### config.mk
export PLATFORM = sky130hd
export DESIGN_NAME = fifo_lifo_weighted_drain_arbiter_top
export DESIGN_NICKNAME = d
export VERILOG_FILES = /design/src/fldarb_pkg.sv /design/src/fifo_lifo_weighted_drain_arbiter_top.sv /design/src/fldarb_dp.sv /design/src/fldarb_ctrl.sv
export SDC_FILE = /design/constraint.sdc
export NUM_CORES = 1
export LEC_CHECK = 0
export BUFFER_PORTS_ARGS = -buffer_cell sky130_fd_sc_hd__buf_4
export CAP_MARGIN = 25
export CORE_ASPECT_RATIO = 0.9
export CORE_MARGIN = 2
export CORE_UTILIZATION = 45
export DETAILED_ROUTE_END_ITERATION = 7
export RECOVER_POWER = 25
export SETUP_SLACK_MARGIN = 0.15
export SLEW_MARGIN = 20
export SYNTH_ARGS = -nofsm -noshare
export SYNTH_HDL_FRONTEND = slang
export SYNTH_SLANG_ARGS = --single-unit
### constraint.sdc
create_clock -name clk -period 4.2 [get_ports clk]
set_input_delay 0.42 -clock clk [delete_from_list [all_inputs] [get_ports clk]]
set_output_delay 0.42 -clock clk [all_outputs]
set_load 0.1 [all_outputs]
### src/fldarb_pkg.sv
// shared types, constants and codes for the weighted drain arbiter
package fldarb_pkg;

    // default number of entries in each store
    localparam int STORE_DEPTH_DEF = 32;

    // payload widths
    localparam int ID_W    = 16;
    localparam int RATIO_W = 8;
    localparam int MODE_W  = 2;
    localparam int RESP_W  = 2;

    // apb register map
    localparam int PADDR_W = 3;
    localparam int PDATA_W = 32;
    localparam logic REG_IDX_RATIO = 1'b0;
    localparam logic [RATIO_W-1:0] RATIO_RESET = 8'd1;

    // input transaction kinds
    typedef enum logic [MODE_W-1:0] {
        MODE_ADD   = 2'd0,
        MODE_PUSH  = 2'd1,
        MODE_DRAIN = 2'd2
    } mode_t;

    // result status codes
    typedef enum logic [RESP_W-1:0] {
        RESP_STORED = 2'd0,
        RESP_FULL   = 2'd1,
        RESP_SERVED = 2'd2,
        RESP_EMPTY  = 2'd3
    } resp_code_t;

    // controller states
    typedef enum logic [1:0] {
        ST_IDLE = 2'd0,
        ST_READ = 2'd1,
        ST_EMIT = 2'd2
    } state_t;

    // commands from controller to datapath
    typedef struct packed {
        logic       wr_gen;
        logic       wr_pri;
        logic       resp_load;
        resp_code_t resp_code;
        logic       drain_start;
        logic       drain_step;
        logic       drain_emit;
    } dp_cmd_t;

    // status from datapath to controller
    typedef struct packed {
        logic gen_full;
        logic pri_full;
        logic both_empty;
        logic step_last;
        logic out_free;
    } dp_status_t;

endpackage

### src/fifo_lifo_weighted_drain_arbiter_top.sv
// Weighted drain arbiter over a general fifo and a priority stack. An add
// (tuser 0) or push (tuser 1) transaction writes the identifier into its
// store and gives one result in the next cycle; these are accepted every
// cycle while the output register is free. A drain (tuser 2) serves up to
// general_per_priority fifo entries, then one stack entry, in rounds until
// both stores are empty; each served entry is a registered store read, then
// the output register load, which waits while that register is blocked. A
// drain holds the input until its last entry is loaded; a drain of empty
// stores gives one "nothing to drain" result. Tuser 3 is taken and dropped.
// A register value of zero acts as one. The stores need no clearing after reset.
module fifo_lifo_weighted_drain_arbiter_top
    import fldarb_pkg::*;
#(
    parameter int STORE_DEPTH = STORE_DEPTH_DEF
)
(
    input  logic                clk,
    input  logic                rst_n,
    input  logic                s_tvalid,
    output logic                s_tready,
    input  logic [ID_W-1:0]     s_tdata,   // [15:0] store_id
    input  logic [MODE_W-1:0]   s_tuser,   // [1:0] mode
    output logic                m_tvalid,
    input  logic                m_tready,
    output logic [ID_W-1:0]     m_tdata,   // [15:0] served_id
    output logic [2:0]          m_tuser,   // [0] from_priority, [2:1] status
    output logic                m_tlast,
    input  logic                psel,
    input  logic                penable,
    input  logic                pwrite,
    input  logic [PADDR_W-1:0]  paddr,
    input  logic [PDATA_W-1:0]  pwdata,
    output logic [PDATA_W-1:0]  prdata,
    output logic                pready
);

    dp_cmd_t    cmd;
    dp_status_t status;

    assign pready = 1'b1;

    // controller
    fldarb_ctrl u_ctrl (
        .clk      (clk),
        .rst_n    (rst_n),
        .s_tvalid (s_tvalid),
        .s_tready (s_tready),
        .s_tuser  (s_tuser),
        .status   (status),
        .cmd      (cmd)
    );

    // datapath
    fldarb_dp #(
        .STORE_DEPTH (STORE_DEPTH)
    ) u_dp (
        .clk        (clk),
        .rst_n      (rst_n),
        .psel       (psel),
        .penable    (penable),
        .pwrite     (pwrite),
        .paddr      (paddr),
        .pwdata     (pwdata),
        .prdata     (prdata),
        .store_id   (s_tdata),
        .cmd        (cmd),
        .status     (status),
        .m_tvalid   (m_tvalid),
        .m_tready   (m_tready),
        .m_tdata    (m_tdata),
        .m_tuser    (m_tuser),
        .m_tlast    (m_tlast)
    );

`ifndef SYNTH
    // input is only taken when the output register can receive its result
    assert property (@(posedge clk) disable iff (!rst_n)
        s_tready |-> (!m_tvalid || m_tready))
    else $error("input accepted while output register is blocked");

    // a waiting non-final result means the drain is still running, so input stays closed
    assert property (@(posedge clk) disable iff (!rst_n)
        (m_tvalid && !m_tlast) |-> !s_tready)
    else $error("input opened in the middle of a drain");

    // only served entries can be followed by more results
    assert property (@(posedge clk) disable iff (!rst_n)
        (m_tvalid && (m_tuser[2:1] != RESP_SERVED)) |-> m_tlast)
    else $error("store or empty result without last flag");

    // stack flag is only set on served entries
    assert property (@(posedge clk) disable iff (!rst_n)
        (m_tvalid && m_tuser[0]) |-> (m_tuser[2:1] == RESP_SERVED))
    else $error("priority flag on a non-served result");
`endif

endmodule

### src/fldarb_dp.sv
// datapath: store memories, occupancy counters, ratio register and output register
module fldarb_dp
    import fldarb_pkg::*;
#(
    parameter int STORE_DEPTH = STORE_DEPTH_DEF
)
(
    input  logic                clk,
    input  logic                rst_n,
    input  logic                psel,
    input  logic                penable,
    input  logic                pwrite,
    input  logic [PADDR_W-1:0]  paddr,
    input  logic [PDATA_W-1:0]  pwdata,
    output logic [PDATA_W-1:0]  prdata,
    input  logic [ID_W-1:0]     store_id,
    input  dp_cmd_t             cmd,
    output dp_status_t          status,
    output logic                m_tvalid,
    input  logic                m_tready,
    output logic [ID_W-1:0]     m_tdata,
    output logic [2:0]          m_tuser,
    output logic                m_tlast
);

    localparam int AW = (STORE_DEPTH > 1) ? $clog2(STORE_DEPTH) : 1;
    localparam int CW = $clog2(STORE_DEPTH + 1);

    // store memories and their registered read data
    logic [ID_W-1:0] gen_mem_reg [STORE_DEPTH];
    logic [ID_W-1:0] pri_mem_reg [STORE_DEPTH];
    logic [ID_W-1:0] gen_rd_reg;
    logic [ID_W-1:0] pri_rd_reg;

    // control state
    logic [RATIO_W-1:0] ratio_reg, ratio_next;
    logic [CW-1:0]      gen_count_reg, gen_count_next;
    logic [AW-1:0]      gen_head_reg, gen_head_next;
    logic [CW-1:0]      pri_count_reg, pri_count_next;
    logic [RATIO_W-1:0] taken_reg, taken_next;
    logic               src_pri_reg, src_pri_next;
    logic               last_reg, last_next;
    logic               out_valid_reg, out_valid_next;

    // output payload
    logic [ID_W-1:0]    out_id_reg;
    logic               out_prio_reg;
    resp_code_t         out_resp_reg;
    logic               out_last_reg;

    logic               cfg_wr;
    logic [RATIO_W-1:0] ratio_eff;
    logic [CW:0]        gen_sum;
    logic [AW-1:0]      gen_wr_idx;
    logic [AW-1:0]      gen_head_inc;
    logic [AW-1:0]      pri_pop_idx;
    logic               take_gen;
    logic               step_last;
    logic               out_free;

    // configuration register access
    assign cfg_wr = psel && penable && pwrite && (paddr[2] == REG_IDX_RATIO);
    assign prdata = (paddr[2] == REG_IDX_RATIO) ? PDATA_W'(ratio_reg) : '0;
    assign ratio_eff = (ratio_reg == '0) ? RATIO_W'(1) : ratio_reg;

    // fifo tail slot, head wrap and stack top
    assign gen_sum = (CW+1)'(gen_head_reg) + (CW+1)'(gen_count_reg);
    assign gen_wr_idx = (gen_sum >= (CW+1)'(STORE_DEPTH))
                        ? AW'(gen_sum - (CW+1)'(STORE_DEPTH)) : AW'(gen_sum);
    assign gen_head_inc = (gen_head_reg == AW'(STORE_DEPTH - 1))
                          ? '0 : gen_head_reg + AW'(1);
    assign pri_pop_idx = AW'(pri_count_reg - CW'(1));

    // round selection: general while under ratio, or while the stack is empty
    assign take_gen = (gen_count_reg != '0) &&
                      ((taken_reg < ratio_eff) || (pri_count_reg == '0));
    assign step_last = take_gen
                       ? ((gen_count_reg == CW'(1)) && (pri_count_reg == '0))
                       : ((pri_count_reg == CW'(1)) && (gen_count_reg == '0));

    assign out_free = !out_valid_reg || m_tready;

    // status to controller
    assign status.gen_full   = (gen_count_reg == CW'(STORE_DEPTH));
    assign status.pri_full   = (pri_count_reg == CW'(STORE_DEPTH));
    assign status.both_empty = (gen_count_reg == '0) && (pri_count_reg == '0);
    assign status.step_last  = last_reg;
    assign status.out_free   = out_free;

    // memory writes and reads
    always_ff @(posedge clk)
    begin
        if (cmd.wr_gen)
        begin
            gen_mem_reg[gen_wr_idx] <= store_id;
        end
        if (cmd.wr_pri)
        begin
            pri_mem_reg[AW'(pri_count_reg)] <= store_id;
        end
        if (cmd.drain_step && take_gen)
        begin
            gen_rd_reg <= gen_mem_reg[gen_head_reg];
        end
        if (cmd.drain_step && !take_gen)
        begin
            pri_rd_reg <= pri_mem_reg[pri_pop_idx];
        end
    end

    // next values of counters and drain state
    always_comb
    begin
        ratio_next     = ratio_reg;
        gen_count_next = gen_count_reg;
        gen_head_next  = gen_head_reg;
        pri_count_next = pri_count_reg;
        taken_next     = taken_reg;
        src_pri_next   = src_pri_reg;
        last_next      = last_reg;
        if (cfg_wr)
        begin
            ratio_next = pwdata[RATIO_W-1:0];
        end
        if (cmd.wr_gen)
        begin
            gen_count_next = gen_count_reg + CW'(1);
        end
        if (cmd.wr_pri)
        begin
            pri_count_next = pri_count_reg + CW'(1);
        end
        if (cmd.drain_start)
        begin
            taken_next = '0;
        end
        if (cmd.drain_step)
        begin
            last_next = step_last;
            if (take_gen)
            begin
                gen_count_next = gen_count_reg - CW'(1);
                gen_head_next  = (gen_count_reg == CW'(1)) ? '0 : gen_head_inc;
                taken_next     = (taken_reg >= ratio_eff) ? RATIO_W'(1)
                                                          : taken_reg + RATIO_W'(1);
                src_pri_next   = 1'b0;
            end
            else
            begin
                pri_count_next = pri_count_reg - CW'(1);
                taken_next     = '0;
                src_pri_next   = 1'b1;
            end
        end
    end

    // output register occupancy
    always_comb
    begin
        if (cmd.resp_load || cmd.drain_emit)
        begin
            out_valid_next = 1'b1;
        end
        else if (m_tready)
        begin
            out_valid_next = 1'b0;
        end
        else
        begin
            out_valid_next = out_valid_reg;
        end
    end

    // control registers
    always_ff @(posedge clk or negedge rst_n)
    begin
        if (!rst_n)
        begin
            ratio_reg     <= RATIO_RESET;
            gen_count_reg <= '0;
            gen_head_reg  <= '0;
            pri_count_reg <= '0;
            taken_reg     <= '0;
            src_pri_reg   <= 1'b0;
            last_reg      <= 1'b0;
            out_valid_reg <= 1'b0;
        end
        else
        begin
            ratio_reg     <= ratio_next;
            gen_count_reg <= gen_count_next;
            gen_head_reg  <= gen_head_next;
            pri_count_reg <= pri_count_next;
            taken_reg     <= taken_next;
            src_pri_reg   <= src_pri_next;
            last_reg      <= last_next;
            out_valid_reg <= out_valid_next;
        end
    end

    // output payload load
    always_ff @(posedge clk)
    begin
        if (cmd.resp_load)
        begin
            out_id_reg   <= '0;
            out_prio_reg <= 1'b0;
            out_resp_reg <= cmd.resp_code;
            out_last_reg <= 1'b1;
        end
        else if (cmd.drain_emit)
        begin
            out_id_reg   <= src_pri_reg ? pri_rd_reg : gen_rd_reg;
            out_prio_reg <= src_pri_reg;
            out_resp_reg <= RESP_SERVED;
            out_last_reg <= last_reg;
        end
    end

    assign m_tvalid = out_valid_reg;
    assign m_tdata  = out_id_reg;
    assign m_tuser  = {out_resp_reg, out_prio_reg};
    assign m_tlast  = out_last_reg;

endmodule

### src/fldarb_ctrl.sv
// controller state machine: input acceptance and drain sequencing
module fldarb_ctrl
    import fldarb_pkg::*;
(
    input  logic              clk,
    input  logic              rst_n,
    input  logic              s_tvalid,
    output logic              s_tready,
    input  logic [MODE_W-1:0] s_tuser,
    input  dp_status_t        status,
    output dp_cmd_t           cmd
);

    state_t state_reg, state_next;
    mode_t  mode;

    assign mode = mode_t'(s_tuser);

    // state register
    always_ff @(posedge clk or negedge rst_n)
    begin
        if (!rst_n)
        begin
            state_reg <= ST_IDLE;
        end
        else
        begin
            state_reg <= state_next;
        end
    end

    // next state and commands
    always_comb
    begin
        state_next      = state_reg;
        s_tready        = 1'b0;
        cmd.wr_gen      = 1'b0;
        cmd.wr_pri      = 1'b0;
        cmd.resp_load   = 1'b0;
        cmd.resp_code   = RESP_STORED;
        cmd.drain_start = 1'b0;
        cmd.drain_step  = 1'b0;
        cmd.drain_emit  = 1'b0;
        unique case (state_reg)
            ST_IDLE:
            begin
                s_tready = status.out_free;
                if (s_tvalid && status.out_free)
                begin
                    unique case (mode)
                        MODE_ADD:
                        begin
                            cmd.resp_load = 1'b1;
                            cmd.resp_code = status.gen_full ? RESP_FULL : RESP_STORED;
                            cmd.wr_gen    = !status.gen_full;
                        end
                        MODE_PUSH:
                        begin
                            cmd.resp_load = 1'b1;
                            cmd.resp_code = status.pri_full ? RESP_FULL : RESP_STORED;
                            cmd.wr_pri    = !status.pri_full;
                        end
                        MODE_DRAIN:
                        begin
                            if (status.both_empty)
                            begin
                                cmd.resp_load = 1'b1;
                                cmd.resp_code = RESP_EMPTY;
                            end
                            else
                            begin
                                cmd.drain_start = 1'b1;
                                state_next      = ST_READ;
                            end
                        end
                        default:
                        begin
                            // unused mode: transaction is taken with no result
                            cmd.resp_load = 1'b0;
                        end
                    endcase
                end
            end
            ST_READ:
            begin
                cmd.drain_step = 1'b1;
                state_next     = ST_EMIT;
            end
            ST_EMIT:
            begin
                if (status.out_free)
                begin
                    cmd.drain_emit = 1'b1;
                    state_next     = status.step_last ? ST_IDLE : ST_READ;
                end
            end
            default:
            begin
                state_next = ST_IDLE;
            end
        endcase
    end

endmodule

==> metrics.sh <==
RUN_STATUS='complete, but fails checks'
FAILED_CHECKS='max-capacitance violations, max-slew violations'
WORST_EP_REQUIRED_TIME_PS=4570
RELSLEWSLACK=-1.17
MOST-COMMON-LAYOUT-CELLS='1,058 x sky130_fd_sc_hd__edfxtp_1, 240 x sky130_fd_sc_hd__mux4_2, 147 x sky130_fd_sc_hd__buf_4'
CRITPATHSLOWESTCELL='sky130_fd_sc_hd__or3b_1'
SYN2LAYOUT_AREA_GROWTH_PCT=14.0
FINAL.SETUP.TNS_PS=0
WORSTPATHARRIVAL_PS=3750
YOSYS.AREA_SHARE.SIMPLE=0.0243
DIE_X_UM=333
ROUTE.VIAS.TOTAL=21600
CLK_TRANSITION_REPORTED_PATHS_PS=60
YOSYS.AREA_SHARE.ADDER=0.00732
WORST_SKEW_PAIR.LATE_LATENCY_PS=680
GRT_PASS1_VIAS=21400
POST_CTS_SETUP_REPAIR_BUFFER_COUNT=0
HTREE_NUM_LEVELS=3
TIMING.FINAL.HOLD_VIOLATIONS=0
SYNTH_CELLS=2143
FINALCRITICALPERIOD_PS=3380
SYNTH_ENABLE_FLOP_CELLS=1058
SYNTH_COMPOUND_GATE_AREA_SHARE=0.0359
ANTENNADIODECOUNT=0
WORSTMARGINPINSLEW_PS=3260
MOSTFREQUENTLAYOUTCELL='sky130_fd_sc_hd__edfxtp_1'
MAX-VDD-IR-DROP_V=0.000699
GRT_FIRST_PASS_WIRELENGTH_UM=147000
POST_SYNTH_NUM_CELL_TYPES=68
PATH_COMMON_CELL='sky130_fd_sc_hd__buf_4'
PORT_BUFFERS=63
CRIT_CHAIN='or2_1 > nor4_4 > inv_2 > a311oi_4 > buf_4 > or3b_1 > nor2_1 > buf_4'
SYNTH_TOP_AREA_CELL='sky130_fd_sc_hd__edfxtp_1'
CTS_NUM_SINKS=1114
FLOORPLAN.ROWS=108
CTS_REPAIR_RESIZED_INSTS=0
CRITICAL_PATH_CLASS='register to register'
FINALCRITPERIODSHARE=0.805
FINAL.SETUP_SKEW_PS=38.6
CAP_VIOLATIONS=14
PATH_DELAY_FAMILY='simple AND/OR/NAND/NOR gates'
ROUTED_VIA_DENSITY=5.86
FMAX_GHz=0.296
DRT_ITER0_DRC=2332
SYNTH.MUX.AREA_FRACTION=0.156
MIN_PATH_TYPE='input pin to register'
WL_PER_CELL_UM=27.5
WL_UM=101000
TRITONCTS='built'
SEQ_TOTAL_AREA_YOSYS=0.756
MAXSLEWVIOLCOUNT=910
CTS-ROOT-BUF='sky130_fd_sc_hd__clkbuf_16'
P_PER_AREA_nW_PER_UM2=687
PORTS=115
PIN_COUNT_OF_THE_BIGGEST_NET_ENTERING_GLOBAL_ROUTING=125
CRITPATHMAXSTAGEDELAY_PS=570
CTS-HOLD-FIX-BUFFERS=9
LAYOUT-DRIVE-GT1-SHARE=0.254
TIMING.CRITICAL_PATH.FANOUT_MAX=11
CTS_INSERTED_BUFFERS=111
SYNTH_FF_TYPE='sky130_fd_sc_hd__edfxtp_1'
POSTSYNTHREGISTERBITS=1114
FINALNETCOUNT=2406
SYNTHARSTFLOPSHARE=0.0341
MAPPEDNETLISTAREA_UM2=43800
ROUTABILITYCONGESTION=0.815
GRT_ANTENNA_BEFORE_REPAIR=3
SYNTH.YOSYS.WARNINGS=0
DIE_SPAN_IN_Y_UM=300
PLACEABLECOREAREA_UM2=96500
ANT_NETS=0
RSZ0062_AT_GRT='no'
SYN_AREA_PER_CELL_UM2=20.4
OVERFLOW_LEFT_AFTER_GLOBAL_ROUTING=0
START_UTIL=0.454
CRITICAL_PATH.ENDPOINT_TYPE='register'
LARGEST_FAMILY_OF_LOGIC_CELLS_BY_SYNTHESIZED_AREA='multiplexers'
SYNTH_TOP_AREA_SHARE=0.726
GRT.TOTAL_USAGE=0.203
DETAIL_PLACEMENT_HPWL_UM=57600
NUMBER_OF_DETAILED_ROUTE_ITERATIONS_IN_THE_FIRST_PASS=5
MAX-CLOCK-PATH-BUFFERS=3
CRIT_BUF_INV=3
REMAINING_DRC_ERRORS=0
CRIT_PATH_START_KIND='register'
POWER.STATIC_LEAKAGE_nW=16.2
SETUP_VIOL=0
POST_SYNTH_MAIN_AREA_CONTRIBUTORS='sky130_fd_sc_hd__edfxtp_1 73%, sky130_fd_sc_hd__mux4_2 12%, sky130_fd_sc_hd__mux2i_1 2.6%, sky130_fd_sc_hd__dfrtp_1 2.1%, sky130_fd_sc_hd__o221ai_1 0.96%'
FLOORPLAN.DIE_AREA_UM2=99800
UTILIZATION=0.517
POST_SYNTH_XOR_AREA_FRACTION=0.00380
-- layout make-up --
class | instances | area [µm²]
Multi-Input combinational cell | 895 | 10100
Tap cell | 1265 | 1580
Clock inverter | 53 | 494
Timing Repair Buffer | 178 | 1410
Inverter | 21 | 78.8
Clock buffer | 156 | 3090
Fill cell | 7597 | 46600
Sequential cell | 1114 | 33100
-- metal layers --
metal  part of all wire  routed length [µm]  global-route usage  vias up
met1               0.44               44600               0.305    11400
met5                  0                   0                   0        -
met2               0.46               46800               0.312      831
met3              0.080                8120              0.0374      120
li1                   -                   -                   -     9204
met4              0.017                1750              0.0462        0
-- cell usage after synthesis, drive strengths merged, types with 5 or more instances --
master	instances
dfxtp	18
dfrtp	37
nor2b	5
mux4	240
o21ai	32
nor3	7
nand2b	7
xnor2	10
nand2	50
nor3b	5
nor4	5
clkbuf	69
mux2	25
edfxtp	1058
or3	6
nand3	10
a211oi	32
nor2	100
a21oi	25
nand3b	5
o22ai	34
o221ai	48
mux2i	115
buf	67
xor2	9
a21o	24
inv	21
and3	7
ha	24
-- worst min-delay path, cell delays in order --
cell and delay, ps:
sky130_fd_sc_hd__buf_4 80, sky130_fd_sc_hd__nand2b_1 90, sky130_fd_sc_hd__o21ai_0 110
-- where the power goes --
group | internal (mW) | leakage, nW | switching [mW] | total (mW)
registers | 12.8 | 10.1 | 0.431 | 13.2
logic | 4.76 | 4.32 | 6.65 | 11.4
clock network | 5.56 | 1.75 | 4.06 | 9.63
-- cell families after synthesis --
family	Yosys count
adders and majority gates	25
AOI/OAI and AO/OA	221
DFF	1114
and+or+nand+nor	225
buffers and inverters	157
muxes	380
xor gates and xnor gates	19
other	2
-- worst paths after layout --
| path | from | slack (ps) | endpoint | cells past startpoint |
|---|---|---|---|---|
| setup reg to reg | u_ctrl.state_reg[1]$_DFFE_PN0P_ | 820 | u_dp.gen_mem_reg[0][15]$_DFFE_PP_ | 8 |
| hold / removal | m_tready | 100 | u_ctrl.state_reg[1]$_DFFE_PN0P_ | 3 |
| setup / recovery | u_ctrl.state_reg[1]$_DFFE_PN0P_ | 820 | u_dp.gen_mem_reg[0][15]$_DFFE_PP_ | 8 |
| hold reg to reg | u_dp.ratio_reg[3]$_DFFE_PN0P_ | 510 | u_dp.ratio_reg[3]$_DFFE_PN0P_ | 1 |
| min in group asynchronous | rst_n | 290 | u_dp.ratio_reg[7]$_DFFE_PN0P_ | 2 |
| max in group asynchronous | rst_n | 3480 | u_dp.pri_count_reg[0]$_DFF_PN0_ | 2 |
-- metrics by stage --
step | setup WS [ps] | cell area [µm²] | total power, mW | hold slack [ps] | std cells
floorplan | 646 | 43900 | 21.2 | 124 | 2166
global placement | 915 | 46300 | 24.7 | 422 | 3463
detailed placement | 844 | 46300 | 24.8 | 448 | 3463
CTS | 836 | 49900 | 34.5 | 62.3 | 3681
global route | 676 | 49900 | 35.6 | 113 | 3682
finish | 819 | 49900 | 34.3 | 104 | 3682
Power figures use the tool's default switching activity.
